--- src/rtl/lsfr_pkg.sv ---
`default_nettype none
// ----------------------------------------------------------------------------
// LIN slave frame receiver package
// Shared widths, phase codes, protocol bytes and the checksum add helper.
// ----------------------------------------------------------------------------
package lsfr_pkg;

    // Slot table size and data buffer geometry.
    localparam int NUM_SLOTS      = 4;
    localparam int MAX_DATA_BYTES = 8;
    localparam int SLOT_W         = 2;
    localparam int SLOT_CNT       = 2 ** SLOT_W;
    localparam int BYTE_W         = 8;
    localparam int LANES          = 8;
    localparam int LANE_W         = 3;
    localparam int DATA_W         = LANES * BYTE_W;
    localparam int LEN_W          = 4;
    localparam int ENTRY_W        = BYTE_W + LEN_W;
    localparam int CFG_IDX_W      = 3;

    // Register indexes of the configuration port.
    localparam logic [CFG_IDX_W-1:0] CFG_SLOT0 = 3'd0;
    localparam logic [CFG_IDX_W-1:0] CFG_SLOT1 = 3'd1;
    localparam logic [CFG_IDX_W-1:0] CFG_SLOT2 = 3'd2;
    localparam logic [CFG_IDX_W-1:0] CFG_SLOT3 = 3'd3;

    // Frame phase codes.
    localparam int PHASE_W = 3;
    localparam logic [PHASE_W-1:0] PH_BREAK = 3'd0;
    localparam logic [PHASE_W-1:0] PH_SYNC  = 3'd1;
    localparam logic [PHASE_W-1:0] PH_ID    = 3'd2;
    localparam logic [PHASE_W-1:0] PH_DATA  = 3'd3;
    localparam logic [PHASE_W-1:0] PH_CKSUM = 3'd4;

    // Protocol bytes.
    localparam logic [BYTE_W-1:0] BREAK_BYTE = 8'h00;
    localparam logic [BYTE_W-1:0] SYNC_BYTE  = 8'h55;
    localparam logic [LEN_W-1:0]  MAX_LEN    = LEN_W'(MAX_DATA_BYTES);

    typedef logic [BYTE_W-1:0]  byte_t;
    typedef logic [DATA_W-1:0]  frame_t;
    typedef logic [SLOT_W-1:0]  slot_t;
    typedef logic [ENTRY_W-1:0] entry_t;

    // Eight-bit add with the carry folded back into bit 0.
    function automatic byte_t add_carry(input byte_t a, input byte_t b);
        logic [BYTE_W:0] s;
        s = {1'b0, a} + {1'b0, b};
        return s[BYTE_W] ? (s[BYTE_W-1:0] + byte_t'(1)) : s[BYTE_W-1:0];
    endfunction

endpackage
`default_nettype wire

--- src/rtl/lin_slave_frame_receiver_core.sv ---
`default_nettype none
// ----------------------------------------------------------------------------
// LIN slave frame receiver core
// Takes UART bytes of a LIN frame, matches the ID against four slot entries,
// stores the data bytes in a per-slot buffer memory and checks the enhanced
// checksum. A good frame yields the slot number and its full 8-byte buffer.
// ----------------------------------------------------------------------------
//
//  Channel | Ports                                  | Role
//  --------+----------------------------------------+---------------------------
//  s_      | s_valid s_ready s_rx_byte              | one received byte per item
//  m_      | m_valid m_ready m_slot_index           | one item per good frame
//          | m_frame_data                           |
//  cfg_    | cfg_we cfg_index cfg_wdata             | slot entry writes
//
// A new byte may follow every cycle while s_ready is high.
// Slot buffers sit in a 4 x 64-bit memory with registered read; the ID byte
// starts the read and the data bytes update a working copy that is written
// back on every byte. A result stays in the output register until taken; only
// a checksum byte that meets a waiting result is held off (s_ready low).
// Reset is synchronous and active low; the buffers read as zero until written.
// ----------------------------------------------------------------------------
module lin_slave_frame_receiver_core (
    input  wire                                aclk,
    input  wire                                aresetn,
    input  wire                                s_valid,
    output logic                               s_ready,
    input  wire  [lsfr_pkg::BYTE_W-1:0]        s_rx_byte,
    output logic                               m_valid,
    input  wire                                m_ready,
    output logic [lsfr_pkg::SLOT_W-1:0]        m_slot_index,
    output logic [lsfr_pkg::DATA_W-1:0]        m_frame_data,
    input  wire                                cfg_we,
    input  wire  [lsfr_pkg::CFG_IDX_W-1:0]     cfg_index,
    input  wire  [lsfr_pkg::ENTRY_W-1:0]       cfg_wdata
);

    // Slot entry registers.
    lsfr_pkg::entry_t entry_reg [lsfr_pkg::SLOT_CNT];

    // Frame control state.
    logic [lsfr_pkg::PHASE_W-1:0] phase_reg,   phase_next;
    lsfr_pkg::slot_t              slot_reg;
    logic [lsfr_pkg::LEN_W-1:0]   count_reg;
    logic [lsfr_pkg::LEN_W-1:0]   len_reg;
    lsfr_pkg::byte_t              sum_reg;

    // Buffer memory, its valid bits and the working copy.
    lsfr_pkg::frame_t             buf_mem [lsfr_pkg::SLOT_CNT];
    logic [lsfr_pkg::SLOT_CNT-1:0] buf_valid_reg;
    lsfr_pkg::frame_t             rd_data_reg;
    logic                         rd_valid_reg;
    logic                         fresh_reg;
    lsfr_pkg::frame_t             work_reg;

    // Output register.
    logic                         m_valid_reg;
    lsfr_pkg::slot_t              m_slot_reg;
    lsfr_pkg::frame_t             m_data_reg;

    logic                         accept;
    logic                         id_hit;
    lsfr_pkg::slot_t              id_slot;
    logic [lsfr_pkg::LEN_W-1:0]   id_len;
    lsfr_pkg::frame_t             cur_buf;
    lsfr_pkg::frame_t             new_buf;
    logic [lsfr_pkg::LEN_W-1:0]   count_inc;
    logic                         cksum_ok;
    logic                         produce;

    // Only a checksum byte needs room in the output register.
    assign s_ready = !((phase_reg == lsfr_pkg::PH_CKSUM) && m_valid_reg && !m_ready);
    assign accept  = s_valid && s_ready;

    // ID lookup: the highest-numbered enabled matching slot wins.
    always_comb begin
        logic [lsfr_pkg::LEN_W-1:0] l;
        id_hit  = 1'b0;
        id_slot = '0;
        id_len  = '0;
        for (int i = 0; i < lsfr_pkg::NUM_SLOTS; i++) begin
            l = entry_reg[i][lsfr_pkg::ENTRY_W-1:lsfr_pkg::BYTE_W];
            if (l != '0 && entry_reg[i][lsfr_pkg::BYTE_W-1:0] == s_rx_byte) begin
                id_hit  = 1'b1;
                id_slot = lsfr_pkg::SLOT_W'(i);
                id_len  = (l > lsfr_pkg::MAX_LEN) ? lsfr_pkg::MAX_LEN : l;
            end
        end
    end

    // Current buffer: fresh memory read right after the ID, else the working copy.
    always_comb begin
        if (fresh_reg) begin
            cur_buf = rd_valid_reg ? rd_data_reg : '0;
        end else begin
            cur_buf = work_reg;
        end
    end

    // Replace the addressed byte lane with the received byte.
    always_comb begin
        new_buf = cur_buf;
        for (int k = 0; k < lsfr_pkg::LANES; k++) begin
            if (count_reg[lsfr_pkg::LANE_W-1:0] == lsfr_pkg::LANE_W'(k)) begin
                new_buf[k*lsfr_pkg::BYTE_W +: lsfr_pkg::BYTE_W] = s_rx_byte;
            end
        end
    end

    assign count_inc = count_reg + lsfr_pkg::LEN_W'(1);
    assign cksum_ok  = (~sum_reg == s_rx_byte);
    assign produce   = accept && (phase_reg == lsfr_pkg::PH_CKSUM) && cksum_ok;

    // Next phase.
    always_comb begin
        phase_next = phase_reg;
        case (phase_reg)
            lsfr_pkg::PH_SYNC: begin
                phase_next = (s_rx_byte == lsfr_pkg::SYNC_BYTE) ? lsfr_pkg::PH_ID
                                                                : lsfr_pkg::PH_BREAK;
            end
            lsfr_pkg::PH_ID: begin
                phase_next = id_hit ? lsfr_pkg::PH_DATA : lsfr_pkg::PH_BREAK;
            end
            lsfr_pkg::PH_DATA: begin
                phase_next = (count_inc >= len_reg) ? lsfr_pkg::PH_CKSUM
                                                    : lsfr_pkg::PH_DATA;
            end
            lsfr_pkg::PH_CKSUM: begin
                phase_next = lsfr_pkg::PH_BREAK;
            end
            default: begin
                phase_next = (s_rx_byte == lsfr_pkg::BREAK_BYTE) ? lsfr_pkg::PH_SYNC
                                                                 : lsfr_pkg::PH_BREAK;
            end
        endcase
    end

    // Configuration writes; indexes past the table are dropped.
    always_ff @(posedge aclk) begin
        if (!aresetn) begin
            for (int i = 0; i < lsfr_pkg::SLOT_CNT; i++) begin
                entry_reg[i] <= '0;
            end
        end else if (cfg_we) begin
            case (cfg_index)
                lsfr_pkg::CFG_SLOT0: entry_reg[0] <= cfg_wdata;
                lsfr_pkg::CFG_SLOT1: entry_reg[1] <= cfg_wdata;
                lsfr_pkg::CFG_SLOT2: entry_reg[2] <= cfg_wdata;
                lsfr_pkg::CFG_SLOT3: entry_reg[3] <= cfg_wdata;
                default: ;
            endcase
        end
    end

    // Frame control registers.
    always_ff @(posedge aclk) begin
        if (!aresetn) begin
            phase_reg     <= lsfr_pkg::PH_BREAK;
            slot_reg      <= '0;
            count_reg     <= '0;
            len_reg       <= '0;
            sum_reg       <= '0;
            fresh_reg     <= 1'b0;
            buf_valid_reg <= '0;
        end else if (accept) begin
            phase_reg <= phase_next;
            if (phase_reg == lsfr_pkg::PH_ID && id_hit) begin
                slot_reg  <= id_slot;
                len_reg   <= id_len;
                count_reg <= '0;
                sum_reg   <= s_rx_byte;
                fresh_reg <= 1'b1;
            end
            if (phase_reg == lsfr_pkg::PH_DATA) begin
                count_reg               <= count_inc;
                sum_reg                 <= lsfr_pkg::add_carry(sum_reg, s_rx_byte);
                fresh_reg               <= 1'b0;
                buf_valid_reg[slot_reg] <= 1'b1;
            end
        end
    end

    // Buffer memory: read on the ID byte, write back on every data byte.
    always_ff @(posedge aclk) begin
        if (accept && phase_reg == lsfr_pkg::PH_ID) begin
            rd_data_reg  <= buf_mem[id_slot];
            rd_valid_reg <= buf_valid_reg[id_slot];
        end
        if (accept && phase_reg == lsfr_pkg::PH_DATA) begin
            buf_mem[slot_reg] <= new_buf;
            work_reg          <= new_buf;
        end
    end

    // Result register.
    always_ff @(posedge aclk) begin
        if (!aresetn) begin
            m_valid_reg <= 1'b0;
        end else if (produce) begin
            m_valid_reg <= 1'b1;
        end else if (m_ready) begin
            m_valid_reg <= 1'b0;
        end
    end

    always_ff @(posedge aclk) begin
        if (produce) begin
            m_slot_reg <= slot_reg;
            m_data_reg <= cur_buf;
        end
    end

    assign m_valid      = m_valid_reg;
    assign m_slot_index = m_slot_reg;
    assign m_frame_data = m_data_reg;

endmodule
`default_nettype wire

--- config.mk ---
export PLATFORM = sky130hd
export DESIGN_NAME = lin_slave_frame_receiver_core
export DESIGN_NICKNAME = d
export VERILOG_FILES = /design/src/rtl/lsfr_pkg.sv /design/src/rtl/lin_slave_frame_receiver_core.sv
export SDC_FILE = /design/constraint.sdc
export NUM_CORES = 1
export LEC_CHECK = 0
export ABC_AREA = 1
export ABC_CLOCK_PERIOD_IN_PS = 6930
export BUFFER_PORTS_ARGS = -buffer_cell sky130_fd_sc_hd__buf_2
export CORE_MARGIN = 2
export CORE_UTILIZATION = 25
export CTS_BUF_LIST = sky130_fd_sc_hd__clkbuf_8
export DETAILED_ROUTE_END_ITERATION = 16
export GPL_TIMING_DRIVEN = 0
export MAX_ROUTING_LAYER = met4
export PLACE_DENSITY = 0.45
export SLEW_MARGIN = 25
export SYNTH_ARGS = -nofsm -noshare
export SYNTH_HDL_FRONTEND = slang
export SYNTH_SLANG_ARGS = --single-unit
--- constraint.sdc ---
create_clock -name aclk -period 6.93 [get_ports aclk]
set_input_delay 0.693 -clock aclk [delete_from_list [all_inputs] [get_ports aclk]]
set_output_delay 0.693 -clock aclk [all_outputs]
set_load 0.01 [all_outputs]
==> key figures <==
Run status
  – Outcome: finished clean

Worst setup path
  – Element type at the critical path end: flip-flop
  – Worst Path Class, Setup: flip-flop to flip-flop
  – R2R cell count: 11
  – Register-to-register setup slack: ~3.8 ns
  – Reg2Reg Capture Point: buf_mem[1][15]
  – Crit path max fanout: 10
  – R2r startpoint: phase_reg[2]
  – Data required time at the worst endpoint: roughly 7.3 ns
  – Data arrival time of the critical path: around 3.5 ns
  – Critical path launch point type: flip-flop

Logic synthesis
  – Fraction of registers with async set or reset after synthesis: 0
  – Synthesized area: about 21000 µm²
  – Seq/Total Area, Yosys: 0.7292
  – Number of enable flip-flop cells after synthesis: between 400 and 500
  – Count of yosys warnings during synthesis: 0
  – Number of unique standard cell types used by synthesis: 33
  – List of most frequent post-synthesis cells: sky130_fd_sc_hd__edfxtp_1, sky130_fd_sc_hd__nor2_1, sky130_fd_sc_hd__o21ai_0
  – Total of flip-flops plus latches after synthesis: ~530
  – Number of instances in the synthesized netlist: around 1800
  – Area contributors post-synth: sky130_fd_sc_hd__edfxtp_1, sky130_fd_sc_hd__o21ai_0, sky130_fd_sc_hd__nor2_1, sky130_fd_sc_hd__nand2_1, sky130_fd_sc_hd__inv_1
  – Post-synth top area cell: sky130_fd_sc_hd__edfxtp_1
  – Proportion of netlist area held by the largest area contributor: 0.7038
  – Post-synthesis net count: ~1800
  – Mean instance size in the synthesized netlist: 12.04 µm²
  – Most common cell in the netlist: sky130_fd_sc_hd__edfxtp_1
  – Flip-flop cell with the highest count after synthesis: sky130_fd_sc_hd__edfxtp_1

Timing
  – Time the final worst path needs with I/O delays and setup: 3.122 ns
  – Max-slew violation total from the final report: 0
  – Worst-margin pin slew: between 0.9 and 1 ns
  – Part of the cycle the worst path needs: 0.4505
  – Setup repair after global routing missed its margin: no
  – Final Hold Violating Endpoints: 0
  – Final worst clock skew: ~0.043 ns
  – Headroom to the max-slew limit: 0.3600
  – Setup violations, final: 0
  – Peak Freq: roughly 320 MHz

Route
  – # DRC: 0
  – Routed wire per std cell: a little under 20 µm
  – Number of routed nets with antenna violations: 0
  – Total wirelength of the detailed-routed design: approximately 63 mm
  – Vias per Instance: about 4.4
  – DRC violation total after the first TritonRoute iteration: around 1100
  – First drt pass iteration count: 7
  – Vias after detailed routing: 14360

Min path
  – Worst hold path cell count: 4
  – Worst min-delay path startpoint: m_ready
  – Destination of the worst hold path: m_valid
  – Class of the tightest hold or removal check: input port to flip-flop

Finish
  – Non-filler instance count after layout: approximately 3200
  – Layout overhead on the synthesized area: 19.48%
  – Total of fill cells in the finished design: between 8000 and 9000
  – Register bank with the most flops: buf_mem
  – Largest register FFs: ~260
  – Fraction of layout cells with a size suffix above 1: 0.1533
  – NumNets Final: 2059

Floorplan
  – Height of the die: around 300 µm
  – Initial Util: 0.2512
  – Number of placed I/O pins: 96
  – Floorplan die width: about 300 µm
  – Floorplan row count: roughly 110
  – Die area: between 80000 and 90000 µm²
  – Placeable core region: between 80000 and 90000 µm²

Placement
  – Cell count after placement: between 3000 and 4000
  – Number of port buffers: 95
  – Routability cong.: 0.7976
  – HPWL reported at the end of detailed placement: slightly above 40 mm

CTS
  – Bufs on Longest Clock Path: 3
  – CTS tree: done
  – Max H-tree Level: 3
  – Insertion delay of the later-clocked pin in the worst-skew pair: 0.70 ns
  – Root buffer cell: sky130_fd_sc_hd__clkbuf_8
  – Setup repair bufs after CTS: 0
  – Post-cts resize count: 0
  – Number of buffers inserted during clock tree synthesis: 94
  – Post-CTS clock slew at the launch and capture registers of the worst setup and hold paths: approximately 0.06 ns
  – Sinks on the clock net: about 530
  – Hold buffers post-CTS: 0

Pwr
  – Sequential fraction of design power: 0.555
  – Leakage power figure: roughly 9 nW
  – Max rail drop VDD: 0.1185 mV
  – Share of power burned in combinational logic: 0.030
  – Cell area power density: 247.0 nW/µm²
  – Design Power: between 6 and 7 mW
  – Cell Int Power: around 4.8 mW
  – Switching power total: between 1 and 1.5 mW
  – Clock network power share: 0.415
  – Sw Ratio: 0.2346

Flow run
  – Number of maximum-capacitance violations: 0

Global routing
  – Remaining Overflow, GRT: 0
  – Number of antenna violations at the first check in global routing: 6
  – Overall routing resource usage: 0.1487
  – Wire length of the first global-routing pass: slightly above 90 mm
  – Number of global-route vias before repair: roughly 14000
  – Pin count of the biggest net entering global routing: 50
-- area by class of cell --
cell class,count,area (µm²),area share
Sequential cell,526,15520,0.6103
Buffer,90,397.9,0.01564
Multi-Input combinational cell,995,4820,0.1895
Tap cell,1144,1431,0.05627
Inverter,158,603.1,0.02371
Clock buffer,95,1308,0.05140
Clock inverter,77,352.8,0.01387
Antenna cell,3,7.507,0.0002951
Timing Repair Buffer,146,992.2,0.03901
-- cells in the final DEF (no fill, tap or decap), types with 8 or more instances in the layout --
master / instances
sky130_fd_sc_hd__edfxtp_1: 499
sky130_fd_sc_hd__nor2_1: 235
sky130_fd_sc_hd__nand2_1: 215
sky130_fd_sc_hd__o21ai_0: 214
sky130_fd_sc_hd__inv_1: 174
sky130_fd_sc_hd__buf_2: 117
sky130_fd_sc_hd__nand3_1: 96
sky130_fd_sc_hd__clkbuf_8: 95
sky130_fd_sc_hd__a21oi_1: 91
sky130_fd_sc_hd__o22ai_1: 66
sky130_fd_sc_hd__clkbuf_1: 55
sky130_fd_sc_hd__buf_4: 37
sky130_fd_sc_hd__clkinv_1: 31
sky130_fd_sc_hd__dfxtp_1: 27
sky130_fd_sc_hd__ha_1: 19
sky130_fd_sc_hd__buf_6: 15
sky130_fd_sc_hd__clkinv_2: 14
sky130_fd_sc_hd__xor2_1: 9
sky130_fd_sc_hd__inv_2: 8
-- worst max-delay path by stage --
stage | slack, ns | to | from
finish | 3.81 | buf_mem[1][15] | phase_reg[2]
global route | 3.56 | buf_mem[2][33] | phase_reg[0]
CTS | 3.70 | buf_mem[1][14] | phase_reg[0]
detailed placement | 3.29 | rd_data_reg[37] | s_rx_byte[4]
global placement | -4.81 | buf_mem[0][30] | m_ready
floorplan | 0.69 | buf_mem[0][0] | m_ready
-- critical path, stage by stage (launching register included) --
cell,delay [ns]
sky130_fd_sc_hd__dfxtp_1,0.31
sky130_fd_sc_hd__inv_1,0.11
sky130_fd_sc_hd__nor3_1,0.11
sky130_fd_sc_hd__nand2_1,0.10
sky130_fd_sc_hd__nand2_1,0.18
sky130_fd_sc_hd__inv_1,0.18
sky130_fd_sc_hd__nand2_1,0.35
sky130_fd_sc_hd__nor3_2,0.65
sky130_fd_sc_hd__buf_6,0.23
sky130_fd_sc_hd__buf_4,0.20
sky130_fd_sc_hd__buf_4,0.19
sky130_fd_sc_hd__buf_4,0.20
-- kinds of logic (layout without fill, tap and decap cells) --
logic type | Yosys count | count (layout) | synth area share
adder cells (fa/ha/maj) | 20 | 20 | 0.01211
flip-flops | 526 | 526 | 0.7292
buffers and inverters | 248 | 566 | 0.04643
AO/OA/AOI/OAI | 385 | 385 | 0.09538
other | 0 | 3 | 0
AND/OR/NAND/NOR | 576 | 576 | 0.1111
XOR/XNOR | 14 | 14 | 0.005759
-- stage by stage --
step | TNS [ns] | area [µm²] | setup WS, ns | hold WS (ns) | utilization
2_1_floorplan | 0 | 21290 | 0.6861 | 0.4349 | -
3_3_place_gp | -1220.66 | 23200 | -4.810 | 0.4431 | 0.2737
3_5_place_dp | 0 | 23770 | 3.288 | 0.4581 | 0.2805
4_1_cts | 0 | 25430 | 3.703 | 0.2715 | 0.3001
5_1_grt | 0 | 25430 | 3.560 | 0.3119 | 0.3001
6_report | 0 | 25440 | 3.808 | 0.3297 | 0.3002
-- power groups by stage --
stage,Sequential [mW],Clock (mW),Combinational [mW]
2_1_floorplan,3.55,0,0.105
3_3_place_gp,3.55,0,0.184
3_5_place_dp,3.55,0,0.191
4_1_cts,3.48,2.69,0.192
5_1_grt,3.49,2.84,0.210
6_report,3.48,2.61,0.189
-- metal layers --
layer / track usage / vias to the layer above / part of all wire
met1: 0.1928 / 7051 / 0.44
met3: 0.03035 / 82 / 0.064
met5: - / - / 0
met4: 0.04061 / 0 / 0.020
li1: - / 6770 / -
met2: 0.2364 / 453 / 0.48
Note: power is estimated with default switching activity, not from simulation.
